--- config.mk ---
export PLATFORM = sky130hd
export DESIGN_NAME = fibonacci_matrix_power
export DESIGN_NICKNAME = d
export VERILOG_FILES = /design/src/design/fmp_pkg.sv /design/src/design/fibonacci_matrix_power.sv
export SDC_FILE = /design/constraint.sdc
export NUM_CORES = 2
export LEC_CHECK = 0
export BUFFER_PORTS_ARGS = -buffer_cell sky130_fd_sc_hd__buf_2
export CORE_MARGIN = 2
export CORE_UTILIZATION = 67
export DETAILED_ROUTE_END_ITERATION = 10
export PLACE_DENSITY = 0.8
export SLEW_MARGIN = 20
export SYNTH_ARGS = -nofsm -noshare
export SYNTH_HDL_FRONTEND = slang
export SYNTH_SLANG_ARGS = --single-unit
export TNS_END_PERCENT = 10
--- constraint.sdc ---
create_clock -name clk_i -period 33.5 [get_ports clk_i]
set_input_delay 1.675 -clock clk_i [delete_from_list [all_inputs] [get_ports clk_i]]
set_output_delay 1.675 -clock clk_i [all_outputs]
set_load 0.05 [all_outputs]
--- src/design/fmp_pkg.sv ---
// Package for the Fibonacci matrix power block: control word layout, microcode
// program, step addresses and the overflow threshold function.
// No dependencies.
`timescale 1ns / 1ps

package fmp_pkg;

  localparam int INDEX_BITS_DEF = 32;
  localparam int VALUE_BITS_DEF = 64;
  localparam int IN_W = 32;
  localparam int OUT_W = 64;
  localparam int HALF_W = 32;
  localparam int PC_W = 5;

  localparam logic [PC_W-1:0] ST_ROUND = PC_W'(0);
  localparam logic [PC_W-1:0] ST_SQUARE = PC_W'(14);
  localparam logic [PC_W-1:0] ST_DONE = PC_W'(28);

  typedef enum logic [2:0] {
    OPD_B0,
    OPD_B1,
    OPD_B3,
    OPD_A1,
    OPD_A3
  } opd_e;

  typedef enum logic [1:0] {
    DST_NONE,
    DST_TMP,
    DST_A,
    DST_B
  } dst_e;

  typedef enum logic [2:0] {
    JMP_NEXT,
    JMP_BIT_CLEAR,
    JMP_ALWAYS,
    JMP_LAST,
    JMP_WAIT
  } jmp_e;

  typedef struct packed {
    logic            mul_en;
    opd_e            sel_x;
    opd_e            sel_y;
    logic            hi_x;
    logic            hi_y;
    logic            first;
    dst_e            dst;
    logic            upd_b0;
    logic            shift_exp;
    jmp_e            jmp;
    logic [PC_W-1:0] target;
  } ucw_t;

  // Largest index whose Fibonacci number still fits in vbits bits.
  function automatic int last_fit(input int vbits);
    logic [64:0] a;
    logic [64:0] b;
    logic [64:0] t;
    logic [64:0] m;
    int          n;
    logic        stop;
    a = '0;
    b = 65'(1);
    n = 1;
    stop = 1'b0;
    m = (65'(1) << vbits) - 65'(1);
    for (int i = 0; i < 100; i++) begin
      if (!stop) begin
        if (b <= m - a) begin
          t = a + b;
          a = b;
          b = t;
          n++;
        end else begin
          stop = 1'b1;
        end
      end
    end
    return n;
  endfunction

  function automatic ucw_t mul_cw(input opd_e x, input opd_e y, input logic hx,
                                  input logic hy, input logic first, input dst_e dst);
    ucw_t w;
    w = '0;
    w.mul_en = 1'b1;
    w.sel_x = x;
    w.sel_y = y;
    w.hi_x = hx;
    w.hi_y = hy;
    w.first = first;
    w.dst = dst;
    w.jmp = JMP_NEXT;
    return w;
  endfunction

  function automatic ucw_t ctl_cw(input dst_e dst, input logic upd_b0, input logic shift_exp,
                                  input jmp_e jmp, input logic [PC_W-1:0] target);
    ucw_t w;
    w = '0;
    w.dst = dst;
    w.upd_b0 = upd_b0;
    w.shift_exp = shift_exp;
    w.jmp = jmp;
    w.target = target;
    return w;
  endfunction

  // The accumulated product A = B * A and the square B = B * B are powers of the
  // Fibonacci matrix, so only the entries 1 and 3 are computed; entry 2 equals
  // entry 1 and entry 0 is their sum.
  function automatic ucw_t ucode_rom(input logic [PC_W-1:0] pc);
    ucw_t w;
    case (pc)
      5'd0:  w = ctl_cw(DST_NONE, 1'b0, 1'b0, JMP_BIT_CLEAR, ST_SQUARE);
      5'd1:  w = mul_cw(OPD_B0, OPD_A1, 1'b0, 1'b0, 1'b1, DST_NONE);
      5'd2:  w = mul_cw(OPD_B0, OPD_A1, 1'b0, 1'b1, 1'b0, DST_NONE);
      5'd3:  w = mul_cw(OPD_B0, OPD_A1, 1'b1, 1'b0, 1'b0, DST_NONE);
      5'd4:  w = mul_cw(OPD_B1, OPD_A3, 1'b0, 1'b0, 1'b0, DST_NONE);
      5'd5:  w = mul_cw(OPD_B1, OPD_A3, 1'b0, 1'b1, 1'b0, DST_NONE);
      5'd6:  w = mul_cw(OPD_B1, OPD_A3, 1'b1, 1'b0, 1'b0, DST_NONE);
      5'd7:  w = mul_cw(OPD_B1, OPD_A1, 1'b0, 1'b0, 1'b1, DST_TMP);
      5'd8:  w = mul_cw(OPD_B1, OPD_A1, 1'b0, 1'b1, 1'b0, DST_NONE);
      5'd9:  w = mul_cw(OPD_B1, OPD_A1, 1'b1, 1'b0, 1'b0, DST_NONE);
      5'd10: w = mul_cw(OPD_B3, OPD_A3, 1'b0, 1'b0, 1'b0, DST_NONE);
      5'd11: w = mul_cw(OPD_B3, OPD_A3, 1'b0, 1'b1, 1'b0, DST_NONE);
      5'd12: w = mul_cw(OPD_B3, OPD_A3, 1'b1, 1'b0, 1'b0, DST_NONE);
      5'd13: w = ctl_cw(DST_A, 1'b0, 1'b0, JMP_LAST, ST_DONE);
      5'd14: w = mul_cw(OPD_B0, OPD_B1, 1'b0, 1'b0, 1'b1, DST_NONE);
      5'd15: w = mul_cw(OPD_B0, OPD_B1, 1'b0, 1'b1, 1'b0, DST_NONE);
      5'd16: w = mul_cw(OPD_B0, OPD_B1, 1'b1, 1'b0, 1'b0, DST_NONE);
      5'd17: w = mul_cw(OPD_B1, OPD_B3, 1'b0, 1'b0, 1'b0, DST_NONE);
      5'd18: w = mul_cw(OPD_B1, OPD_B3, 1'b0, 1'b1, 1'b0, DST_NONE);
      5'd19: w = mul_cw(OPD_B1, OPD_B3, 1'b1, 1'b0, 1'b0, DST_NONE);
      5'd20: w = mul_cw(OPD_B1, OPD_B1, 1'b0, 1'b0, 1'b1, DST_TMP);
      5'd21: w = mul_cw(OPD_B1, OPD_B1, 1'b0, 1'b1, 1'b0, DST_NONE);
      5'd22: w = mul_cw(OPD_B1, OPD_B1, 1'b1, 1'b0, 1'b0, DST_NONE);
      5'd23: w = mul_cw(OPD_B3, OPD_B3, 1'b0, 1'b0, 1'b0, DST_NONE);
      5'd24: w = mul_cw(OPD_B3, OPD_B3, 1'b0, 1'b1, 1'b0, DST_NONE);
      5'd25: w = mul_cw(OPD_B3, OPD_B3, 1'b1, 1'b0, 1'b0, DST_NONE);
      5'd26: w = ctl_cw(DST_B, 1'b0, 1'b0, JMP_NEXT, ST_ROUND);
      5'd27: w = ctl_cw(DST_NONE, 1'b1, 1'b1, JMP_ALWAYS, ST_ROUND);
      default: w = ctl_cw(DST_NONE, 1'b0, 1'b0, JMP_WAIT, ST_DONE);
    endcase
    return w;
  endfunction

endpackage

--- src/design/fibonacci_matrix_power.sv ---
// Fibonacci number by square-and-multiply of the Fibonacci matrix, driven by a
// microcode program on one shared 32x32 multiplier. Depends on fmp_pkg.
`timescale 1ns / 1ps
//
//  channel | direction | handshake               | payload
//  --------+-----------+-------------------------+----------------------------
//  in      | input     | in_valid_i / in_ready_o | index_i
//  out     | output    | out_valid_o/out_ready_i | fib_value_o, overflowed_o
//
// An index of 0 or 1 goes straight to the done state and gives its result from
// the initial matrix. For a larger index n each set bit of n-1 below its top bit
// costs a multiply and a square, each clear bit a square alone, and the top bit a
// multiply; the partial product sequence per matrix entry on the single
// multiplier sets the run time.
// One item is worked on at a time; a new item is taken while a result waits.
// A finished computation holds until the output register is free.
// Reset is asynchronous and active low and leaves the block idle and empty.

module fibonacci_matrix_power #(
  parameter int INDEX_BITS = fmp_pkg::INDEX_BITS_DEF,
  parameter int VALUE_BITS = fmp_pkg::VALUE_BITS_DEF
) (
  input  logic                     clk_i,
  input  logic                     rst_ni,
  input  logic                     in_valid_i,
  output logic                     in_ready_o,
  input  logic [fmp_pkg::IN_W-1:0] index_i,
  output logic                     out_valid_o,
  input  logic                     out_ready_i,
  output logic [fmp_pkg::OUT_W-1:0] fib_value_o,
  output logic                     overflowed_o
);

  localparam int NB = (INDEX_BITS < fmp_pkg::IN_W) ? INDEX_BITS : fmp_pkg::IN_W;
  localparam logic [NB-1:0] LAST_FIT = NB'(fmp_pkg::last_fit(VALUE_BITS));
  localparam int PC_W = fmp_pkg::PC_W;
  localparam int HW = fmp_pkg::HALF_W;

  logic                  busy_q, busy_d;
  logic [PC_W-1:0]       pc_q, pc_d;
  logic                  pvalid_q;
  logic                  out_valid_q;
  logic                  pfirst_q, pshift_q;
  logic [2*HW-1:0]       prod_q;
  logic [VALUE_BITS-1:0] acc_q, tmp_q;
  logic [VALUE_BITS-1:0] b0_q, b1_q, b3_q, a1_q, a3_q;
  logic [NB-1:0]         exp_q;
  logic                  ovf_pend_q;
  logic [VALUE_BITS-1:0] fib_q;
  logic                  ovf_q;

  fmp_pkg::ucw_t         cw;
  logic                  accept;
  logic                  out_free;
  logic                  finish;
  logic                  run;
  logic [NB-1:0]         n_in;
  logic [VALUE_BITS-1:0] opd_x, opd_y;
  logic [2*HW-1:0]       x64, y64;
  logic [HW-1:0]         x_half, y_half;
  logic [2*HW-1:0]       prod_d;
  logic [2*HW-1:0]       addend;
  logic [VALUE_BITS-1:0] acc_sum;

  assign cw = fmp_pkg::ucode_rom(pc_q);
  assign n_in = index_i[NB-1:0];
  assign in_ready_o = !busy_q;
  assign accept = in_valid_i && in_ready_o;
  assign out_free = !out_valid_q || out_ready_i;

  always_comb begin
    busy_d = busy_q;
    pc_d = pc_q;
    finish = 1'b0;
    if (accept) begin
      busy_d = 1'b1;
      pc_d = (n_in <= NB'(1)) ? fmp_pkg::ST_DONE : fmp_pkg::ST_ROUND;
    end else if (busy_q) begin
      case (cw.jmp)
        fmp_pkg::JMP_NEXT: pc_d = PC_W'(pc_q + 1'b1);
        fmp_pkg::JMP_BIT_CLEAR: pc_d = exp_q[0] ? PC_W'(pc_q + 1'b1) : cw.target;
        fmp_pkg::JMP_ALWAYS: pc_d = cw.target;
        fmp_pkg::JMP_LAST: pc_d = (exp_q[NB-1:1] == '0) ? cw.target : PC_W'(pc_q + 1'b1);
        fmp_pkg::JMP_WAIT: begin
          if (out_free) begin
            finish = 1'b1;
            busy_d = 1'b0;
          end
        end
        default: pc_d = fmp_pkg::ST_DONE;
      endcase
    end
  end

  always_comb begin
    run = busy_q;
    case (cw.sel_x)
      fmp_pkg::OPD_B0: opd_x = b0_q;
      fmp_pkg::OPD_B1: opd_x = b1_q;
      fmp_pkg::OPD_B3: opd_x = b3_q;
      fmp_pkg::OPD_A1: opd_x = a1_q;
      fmp_pkg::OPD_A3: opd_x = a3_q;
      default: opd_x = '0;
    endcase
    case (cw.sel_y)
      fmp_pkg::OPD_B0: opd_y = b0_q;
      fmp_pkg::OPD_B1: opd_y = b1_q;
      fmp_pkg::OPD_B3: opd_y = b3_q;
      fmp_pkg::OPD_A1: opd_y = a1_q;
      fmp_pkg::OPD_A3: opd_y = a3_q;
      default: opd_y = '0;
    endcase
  end

  assign x64 = (2*HW)'(opd_x);
  assign y64 = (2*HW)'(opd_y);
  assign x_half = cw.hi_x ? x64[2*HW-1:HW] : x64[HW-1:0];
  assign y_half = cw.hi_y ? y64[2*HW-1:HW] : y64[HW-1:0];
  assign prod_d = {{HW{1'b0}}, x_half} * {{HW{1'b0}}, y_half};

  assign addend = pshift_q ? {prod_q[HW-1:0], {HW{1'b0}}} : prod_q;
  assign acc_sum = (pfirst_q ? '0 : acc_q) + addend[VALUE_BITS-1:0];

  always_ff @(posedge clk_i or negedge rst_ni) begin
    if (!rst_ni) begin
      busy_q <= 1'b0;
      pc_q <= fmp_pkg::ST_DONE;
      pvalid_q <= 1'b0;
      out_valid_q <= 1'b0;
    end else begin
      busy_q <= busy_d;
      pc_q <= pc_d;
      pvalid_q <= run && cw.mul_en;
      if (finish) begin
        out_valid_q <= 1'b1;
      end else if (out_ready_i) begin
        out_valid_q <= 1'b0;
      end
    end
  end

  always_ff @(posedge clk_i) begin
    prod_q <= prod_d;
    pfirst_q <= cw.first;
    pshift_q <= cw.hi_x || cw.hi_y;
    if (pvalid_q) begin
      acc_q <= acc_sum;
    end
    if (accept) begin
      ovf_pend_q <= n_in > LAST_FIT;
      exp_q <= n_in - NB'(1);
      b0_q <= VALUE_BITS'(1);
      b1_q <= VALUE_BITS'(1);
      b3_q <= '0;
      if (n_in <= NB'(1)) begin
        a1_q <= VALUE_BITS'(n_in[0]);
        a3_q <= '0;
      end else begin
        a1_q <= '0;
        a3_q <= VALUE_BITS'(1);
      end
    end else if (run) begin
      case (cw.dst)
        fmp_pkg::DST_TMP: tmp_q <= acc_sum;
        fmp_pkg::DST_A: begin
          a1_q <= tmp_q;
          a3_q <= acc_sum;
        end
        fmp_pkg::DST_B: begin
          b1_q <= tmp_q;
          b3_q <= acc_sum;
        end
        default: begin
        end
      endcase
      if (cw.upd_b0) begin
        b0_q <= b1_q + b3_q;
      end
      if (cw.shift_exp) begin
        exp_q <= exp_q >> 1;
      end
    end
    if (finish) begin
      fib_q <= a1_q + a3_q;
      ovf_q <= ovf_pend_q;
    end
  end

  assign out_valid_o = out_valid_q;
  assign fib_value_o = fmp_pkg::OUT_W'(fib_q);
  assign overflowed_o = ovf_q;

endmodule
### Yosys cells after proc, flatten, opt, wreduce, memory -nomap -nowiden

Memories as Yosys holds them, arrays and structs flattened.
Index checks and enable logic that the tools add are counted.

* register bits after elaboration: 620
* bits in read-only memories: 640
* bits of input ports: 36
* output and inout bits: 67
* word-level logic and storage cells: 97
* memories kept: 1

* $add $sub $neg: 5
* $mul: 1
* order comparisons: 2
* eq/ne operators: 16
* muxes and demuxes: 33
* bitwise operators: 1
* reductions and logical operators: 20

Memory list
* (no name shown): words 32, bits a word 20, read ports 1, clocked after Yosys merged registers in 0, write ports 0, RTL line fmp_pkg.sv:116 `case (pc)`

Operators with widths (number)
* $pmux W64 S5: 2
* $mux W64: 8
* $add A64 B64 Y64: 3
* $mux W32: 5
* $mul A32 B32 Y64: 1
* $gt A32 B7 Y1 const B: 1
* $le A32 B1 Y1 const B: 1
* $sub A32 B1 Y32 const B: 1
* $logic_not A31 Y1: 1
* $mux W5: 5
* $pmux W5 S5: 1
* $eq A3 B2 Y1 const B: 6
* $mux W1: 12
* $reduce_and A2 Y1: 5
* $eq A3 B1 Y1 const B: 3
* $eq A3 B3 Y1 const B: 3
* $logic_not A3 Y1: 3
* $reduce_bool A2 Y1: 4
* $add A5 B1 Y5 const B: 1
* $eq A2 B2 Y1 const B: 2
* $reduce_and A3 Y1: 1
* $eq A2 B1 Y1 const B: 1
* $logic_and A1 B1 Y1: 2
* $logic_not A1 Y1: 2
* 3 further kinds: 4

### Depth between registers and ports, before layout

* depth after elaboration: 7
* gate-level depth with buffers: 46
* depth with buffers taken out: 41

### Worst setup path before layout

OpenSTA, ideal clock, no wires.

* kind: reg-to-reg
* start point: reg pc_q[2]
* end point: reg a1_q[0], enable pin
* setup time: 0.792 ns
* data arrival time: 10.350 ns
* required time: 32.708 ns
* path slack: 22.358 ns
* stages on the path, launching flop included: 7
* buffers on the path: 2
* period minus slack after synthesis: 11.142 ns
* cells stage by stage: dfstp_2 -> buf_4 -> clkbuf_1 -> nand2_1 -> o21ai_0 -> nand3_1 -> o21ai_0

* word-level cells in the longest chain between the ends: 4

Ends and longest elaborated chain
* start: declaration: RTL line fibonacci_matrix_power.sv:40 `logic [PC_W-1:0] pc_q, pc_d;`
* start signal: assignment: RTL line fibonacci_matrix_power.sv:127 `pc_q <= fmp_pkg::ST_DONE;`
* start signal: assignment: RTL line fibonacci_matrix_power.sv:132 `pc_q <= pc_d;`
* $mem_v2 Z32 W20
* $eq A2 B2 Y1: RTL line fibonacci_matrix_power.sv:163 `case (cw.dst)`
* $reduce_bool A2 Y1 (no source line)
* $reduce_and A2 Y1 (no source line)
* end signal: assignment: RTL line fibonacci_matrix_power.sv:156 `a1_q <= VALUE_BITS'(n_in[0]);`
* end signal: assignment: RTL line fibonacci_matrix_power.sv:166 `a1_q <= tmp_q;`
* end: declaration: RTL line fibonacci_matrix_power.sv:46 `logic [VALUE_BITS-1:0] b0_q, b1_q, b3_q, a1_q, a3_q;`

Every way passes these cells.
A chain may end at the register's enable or synchronous reset.

### Worst setup path after layout

* start point: reg pc_q[2]
* end point: reg prod_q[60]

* word-level cells in the longest chain between the ends: 5
* elaborated cells on any way between the ends: 16
* classes of those cells: 1 x mul; 8 x eq/ne; 4 x mux; 2 x reduce/logical; 1 x memory

Ends and longest elaborated chain
* $mem_v2 Z32 W20 (*)
* $eq A3 B3 Y1 (tied with other cells): RTL line fibonacci_matrix_power.sv:97 `case (cw.sel_x)`
* $pmux W64 S5 (on tied branches): RTL line fibonacci_matrix_power.sv:97, fibonacci_matrix_power.sv:105
* $mux W32 (on tied branches): RTL line fibonacci_matrix_power.sv:117, fibonacci_matrix_power.sv:118
* $mul A32 B32 Y64 (*): RTL line fibonacci_matrix_power.sv:119 `assign prod_d = {{HW{1'b0}}, x_half} * {{HW{1'b0}}, y_half};`
* named net prod_d[60]: RTL line fibonacci_matrix_power.sv:61 `logic [2*HW-1:0] prod_d;`
* end signal: assignment: RTL line fibonacci_matrix_power.sv:143 `prod_q <= prod_d;`
* end: declaration: RTL line fibonacci_matrix_power.sv:44 `logic [2*HW-1:0] prod_q;`

The timed path passes the listed nets; every way through them passes the cells marked *.

==> impl_results.html <==
<table>
<tr><th>Metric</th><th>Value</th></tr>
<tr><th colspan="2">Worst setup path</th></tr>
<tr><td>Worst-path maximum fanout</td><td>37</td></tr>
<tr><td>Kind of capture point of the worst setup path</td><td>flop</td></tr>
<tr><td>R2R Path Start</td><td>pc_q[2]</td></tr>
<tr><td>Data arrival time at the worst-slack endpoint</td><td>13.44 ns</td></tr>
<tr><td>Most frequent cell on the critical path</td><td>sky130_fd_sc_hd__fa_1</td></tr>
<tr><td>Setup crit start</td><td>pc_q[2]</td></tr>
<tr><td>Worst path slowest cell</td><td>sky130_fd_sc_hd__o41ai_1</td></tr>
<tr><td>WS Path Type</td><td>flop to flop</td></tr>
<tr><td>Worst stage delay on the critical path</td><td>1.03 ns</td></tr>
<tr><td>Critical path required time</td><td>34.06 ns</td></tr>
<tr><td>Kind of start point of the critical path</td><td>flop</td></tr>
<tr><th colspan="2">Flow run</th></tr>
<tr><td>Reported max-cap violation count</td><td>0</td></tr>
<tr><th colspan="2">Detailed routing</th></tr>
<tr><td>Total length of routed wires</td><td>245000 um</td></tr>
<tr><td>Per-cell via count in the routed design</td><td>6.51</td></tr>
<tr><td>Vias post-DR</td><td>59700</td></tr>
<tr><td>DR DRC count</td><td>0</td></tr>
<tr><td>Average wire per standard cell</td><td>26.7 um</td></tr>
<tr><td>Number of nets still failing antenna checks after routing</td><td>0</td></tr>
<tr><td>Number of violations reported at the end of detailed-routing iteration 0</td><td>8051</td></tr>
<tr><td>Number of detailed-routing iterations run before antenna repair</td><td>7</td></tr>
<tr><th colspan="2">Yosys</th></tr>
<tr><td>Number of distinct library cells after synthesis</td><td>94</td></tr>
<tr><td>Most frequent cells after synthesis</td><td>sky130_fd_sc_hd__nand2_1, sky130_fd_sc_hd__inv_1, sky130_fd_sc_hd__fa_1</td></tr>
<tr><td>Post-synthesis sequential area ratio</td><td>22.7%</td></tr>
<tr><td>Number of nets produced by synthesis</td><td>9289</td></tr>
<tr><td>Mean cell area of the mapped netlist</td><td>8.95 sq um</td></tr>
<tr><td>Post-synthesis cell type with the largest combined area</td><td>sky130_fd_sc_hd__fa_1</td></tr>
<tr><td>Number of synthesized flops with an enable pin</td><td>354</td></tr>
<tr><td>Proportion of netlist area held by the largest area contributor</td><td>25.5%</td></tr>
<tr><td>#FFs+latches synth</td><td>620</td></tr>
<tr><td>Most used standard cell by instance count after synthesis</td><td>sky130_fd_sc_hd__nand2_1</td></tr>
<tr><td>Netlist Area Pre-Place</td><td>70600 sq um</td></tr>
<tr><td>Dominant cells by area after synthesis</td><td>sky130_fd_sc_hd__fa_1, sky130_fd_sc_hd__edfxtp_1, sky130_fd_sc_hd__ha_1, sky130_fd_sc_hd__dfxtp_1, sky130_fd_sc_hd__nand2_1</td></tr>
<tr><td>Predominant post-synthesis flop cell</td><td>sky130_fd_sc_hd__edfxtp_1</td></tr>
<tr><td>Synthesis warning total</td><td>0</td></tr>
<tr><td>Count of mapped cells out of synthesis</td><td>7888</td></tr>
<tr><td>Ys async rst share</td><td>1.29%</td></tr>
<tr><th colspan="2">Finish</th></tr>
<tr><td>Multi-input logic area</td><td>49300 sq um</td></tr>
<tr><td>Filler cell count in the final layout</td><td>8141</td></tr>
<tr><td>Total number of nets in the final design</td><td>9125</td></tr>
<tr><td>Core utilization of the finished layout</td><td>70.9%</td></tr>
<tr><td>Register cell area after layout</td><td>16000 sq um</td></tr>
<tr><td>Layout area overhead</td><td>5.44%</td></tr>
<tr><td>Ratio of cells with drive above 1 in the final layout</td><td>7.12%</td></tr>
<tr><th colspan="2">GRT</th></tr>
<tr><td>Global-route wire length before repair</td><td>365000 um</td></tr>
<tr><td>Via count of the first global-routing pass</td><td>58600</td></tr>
<tr><td>Remaining Overflow, GRT</td><td>0</td></tr>
<tr><td>Maximum number of pins on one net before global-route repair</td><td>129</td></tr>
<tr><td>All-Layer GR Usage</td><td>45.7%</td></tr>
<tr><td>Antenna violations before repair</td><td>17</td></tr>
<tr><th colspan="2">Place</th></tr>
<tr><td>Detailed-placement wirelength estimate</td><td>189000 um</td></tr>
<tr><td>RD Place Congestion</td><td>1.07</td></tr>
<tr><td>Number of buffers inserted by port buffering</td><td>102</td></tr>
<tr><th colspan="2">Status</th></tr>
<tr><td>Run status</td><td>complete, no violations</td></tr>
<tr><th colspan="2">Timing</th></tr>
<tr><td>Total negative setup slack</td><td>0 ns</td></tr>
<tr><td>Highest clock frequency the design can meet</td><td>77.7 MHz</td></tr>
<tr><td>Unrepaired setup endpoints after global routing</td><td>false</td></tr>
<tr><td>Setup violators final</td><td>0</td></tr>
<tr><td>Final clock skew</td><td>0.0444 ns</td></tr>
<tr><td>Count of endpoints failing hold in the final timing report</td><td>0</td></tr>
<tr><td>Remaining max-slew budget at the tightest pin</td><td>12.8%</td></tr>
<tr><td>Number of pins with negative max-slew slack in the final report</td><td>0</td></tr>
<tr><td>Worst slew pin tran</td><td>1.30 ns</td></tr>
<tr><td>Min cycle time layout</td><td>12.88 ns</td></tr>
<tr><td>Share of the cycle needed by the critical path after routing</td><td>38.4%</td></tr>
<tr><th colspan="2">Clock network</th></tr>
<tr><td>TritonCTS clock tree</td><td>done</td></tr>
<tr><td>Number of CTS-inserted buffers</td><td>60</td></tr>
<tr><td>Htree depth</td><td>2</td></tr>
<tr><td>Post_cts resized</td><td>0</td></tr>
<tr><td>Num Clock Sinks</td><td>620</td></tr>
<tr><td>Number of buffers on the longest clock path</td><td>3</td></tr>
<tr><td>Number of buffers added for setup after CTS</td><td>0</td></tr>
<tr><td>Count of hold-fix buffers inserted at cts</td><td>0</td></tr>
<tr><td>Clock slew at reported path FFs</td><td>0.07 ns</td></tr>
<tr><td>Clock latency on the worst-skew pair</td><td>0.67 ns</td></tr>
<tr><td>Clock tree root driver cell</td><td>sky130_fd_sc_hd__clkbuf_16</td></tr>
<tr><th colspan="2">Floorplan</th></tr>
<tr><td>Initial Utilization</td><td>67.3%</td></tr>
<tr><td>Row count</td><td>119</td></tr>
<tr><td>I/O pins</td><td>103</td></tr>
<tr><td>Die boundary width</td><td>329 um</td></tr>
<tr><td>Overall die area</td><td>108000 sq um</td></tr>
<tr><td>Core outline area</td><td>105000 sq um</td></tr>
<tr><td>Chip height</td><td>329 um</td></tr>
<tr><th colspan="2">Min path</th></tr>
<tr><td>Startpoint of the lowest-slack hold path</td><td>ovf_pend_q</td></tr>
<tr><td>Min-Delay Path Class</td><td>flop to flop</td></tr>
</table>
==> final timing paths <==
kind | end | slack [ns] | depth (start not counted)
setup / recovery | prod_q[60] | 20.62 | 33
hold / removal | overflowed_o | 0.44 | 0
setup reg to reg | prod_q[60] | 20.62 | 33
hold reg to reg | overflowed_o | 0.44 | 0
max in group asynchronous | pc_q[4] | 32.40 | 1
min in group asynchronous | pc_q[0] | 0.86 | 1
==> sequential cells by signal (all words and copies together), names as in the netlist, 5 cells and up <==
| signal | cells |
|---|---|
| pc_q | 5 |
| tmp_q | 64 |
| prod_q | 64 |
| a3_q | 64 |
| b1_q | 64 |
| a1_q | 64 |
| fib_value_o | 64 |
| b0_q | 64 |
| acc_q | 64 |
| b3_q | 64 |
| exp_q | 32 |
==> stage by stage <==
step	instance area [sq um]	hold slack (ns)	worst slack, ns	std cells
finish	74500	0.443	20.62	9176
global route	74400	0.450	20.36	9167
CTS	74400	0.448	21.05	9167
detailed placement	72300	0.433	21.09	9053
global placement	72300	0.413	21.25	9053
floorplan	70600	0.400	22.36	7888
==> final cells by class <==
cell class              count  area share, %
repair buffers            207           1.78
well taps                1391           2.34
clock buffers              87           2.36
clock inverters            27          0.428
multi-input cells        5783           66.3
diodes                      9         0.0302
inverters                1052           5.31
flip-flops and latches    620           21.5
==> routing by layer <==
layer	global-route usage (%)	routed length, um
met3	20.4	40700
met4	21.8	14300
met5	0.799	182
met1	62.1	92300
met2	62.2	97700
==> cell usage in the layout, fill, tap and decap left out, drive strengths merged, types with 94 or more instances in the layout <==
| master | Yosys | routed |
|---|---|---|
| nand2 | 1070 | 1070 |
| inv | 1051 | 1057 |
| fa | 899 | 899 |
| nor2 | 697 | 697 |
| a21oi | 538 | 538 |
| ha | 466 | 466 |
| edfxtp | 354 | 354 |
| o21ai | 278 | 278 |
| dfxtp | 258 | 258 |
| nor2b | 210 | 210 |
| buf | 108 | 207 |
| nand3 | 190 | 190 |
| xnor2 | 177 | 177 |
| nand2b | 145 | 145 |
| a21o | 134 | 134 |
| and2 | 95 | 95 |
| xor2 | 94 | 94 |
==> cells by family after synthesis <==
family / after synthesis / synth area share, %
buffers and inverters: 1485 / 8.07
XOR/XNOR: 271 / 3.36
adder cells (fa/ha/maj): 1365 / 33.7
AND/OR/NAND/NOR: 2651 / 16.9
AO/OA/AOI/OAI: 1333 / 11.7
multiplexers: 163 / 3.55
flip-flops: 620 / 22.7
==> worst max-delay path: cells and delay by family, from the launching register on <==
| family | cells | cell delay (ns) |
|---|---|---|
| compound gates | 8 | 3.00 |
| xor+xnor | 1 | 0.13 |
| fa+ha+maj | 10 | 4.87 |
| buf+inv | 9 | 2.07 |
| flops | 1 | 0.79 |
| simple gates | 5 | 1.86 |
Power is not shown: default switching activity piles up to over one toggle a cycle in this logic, so the estimate is an artifact.
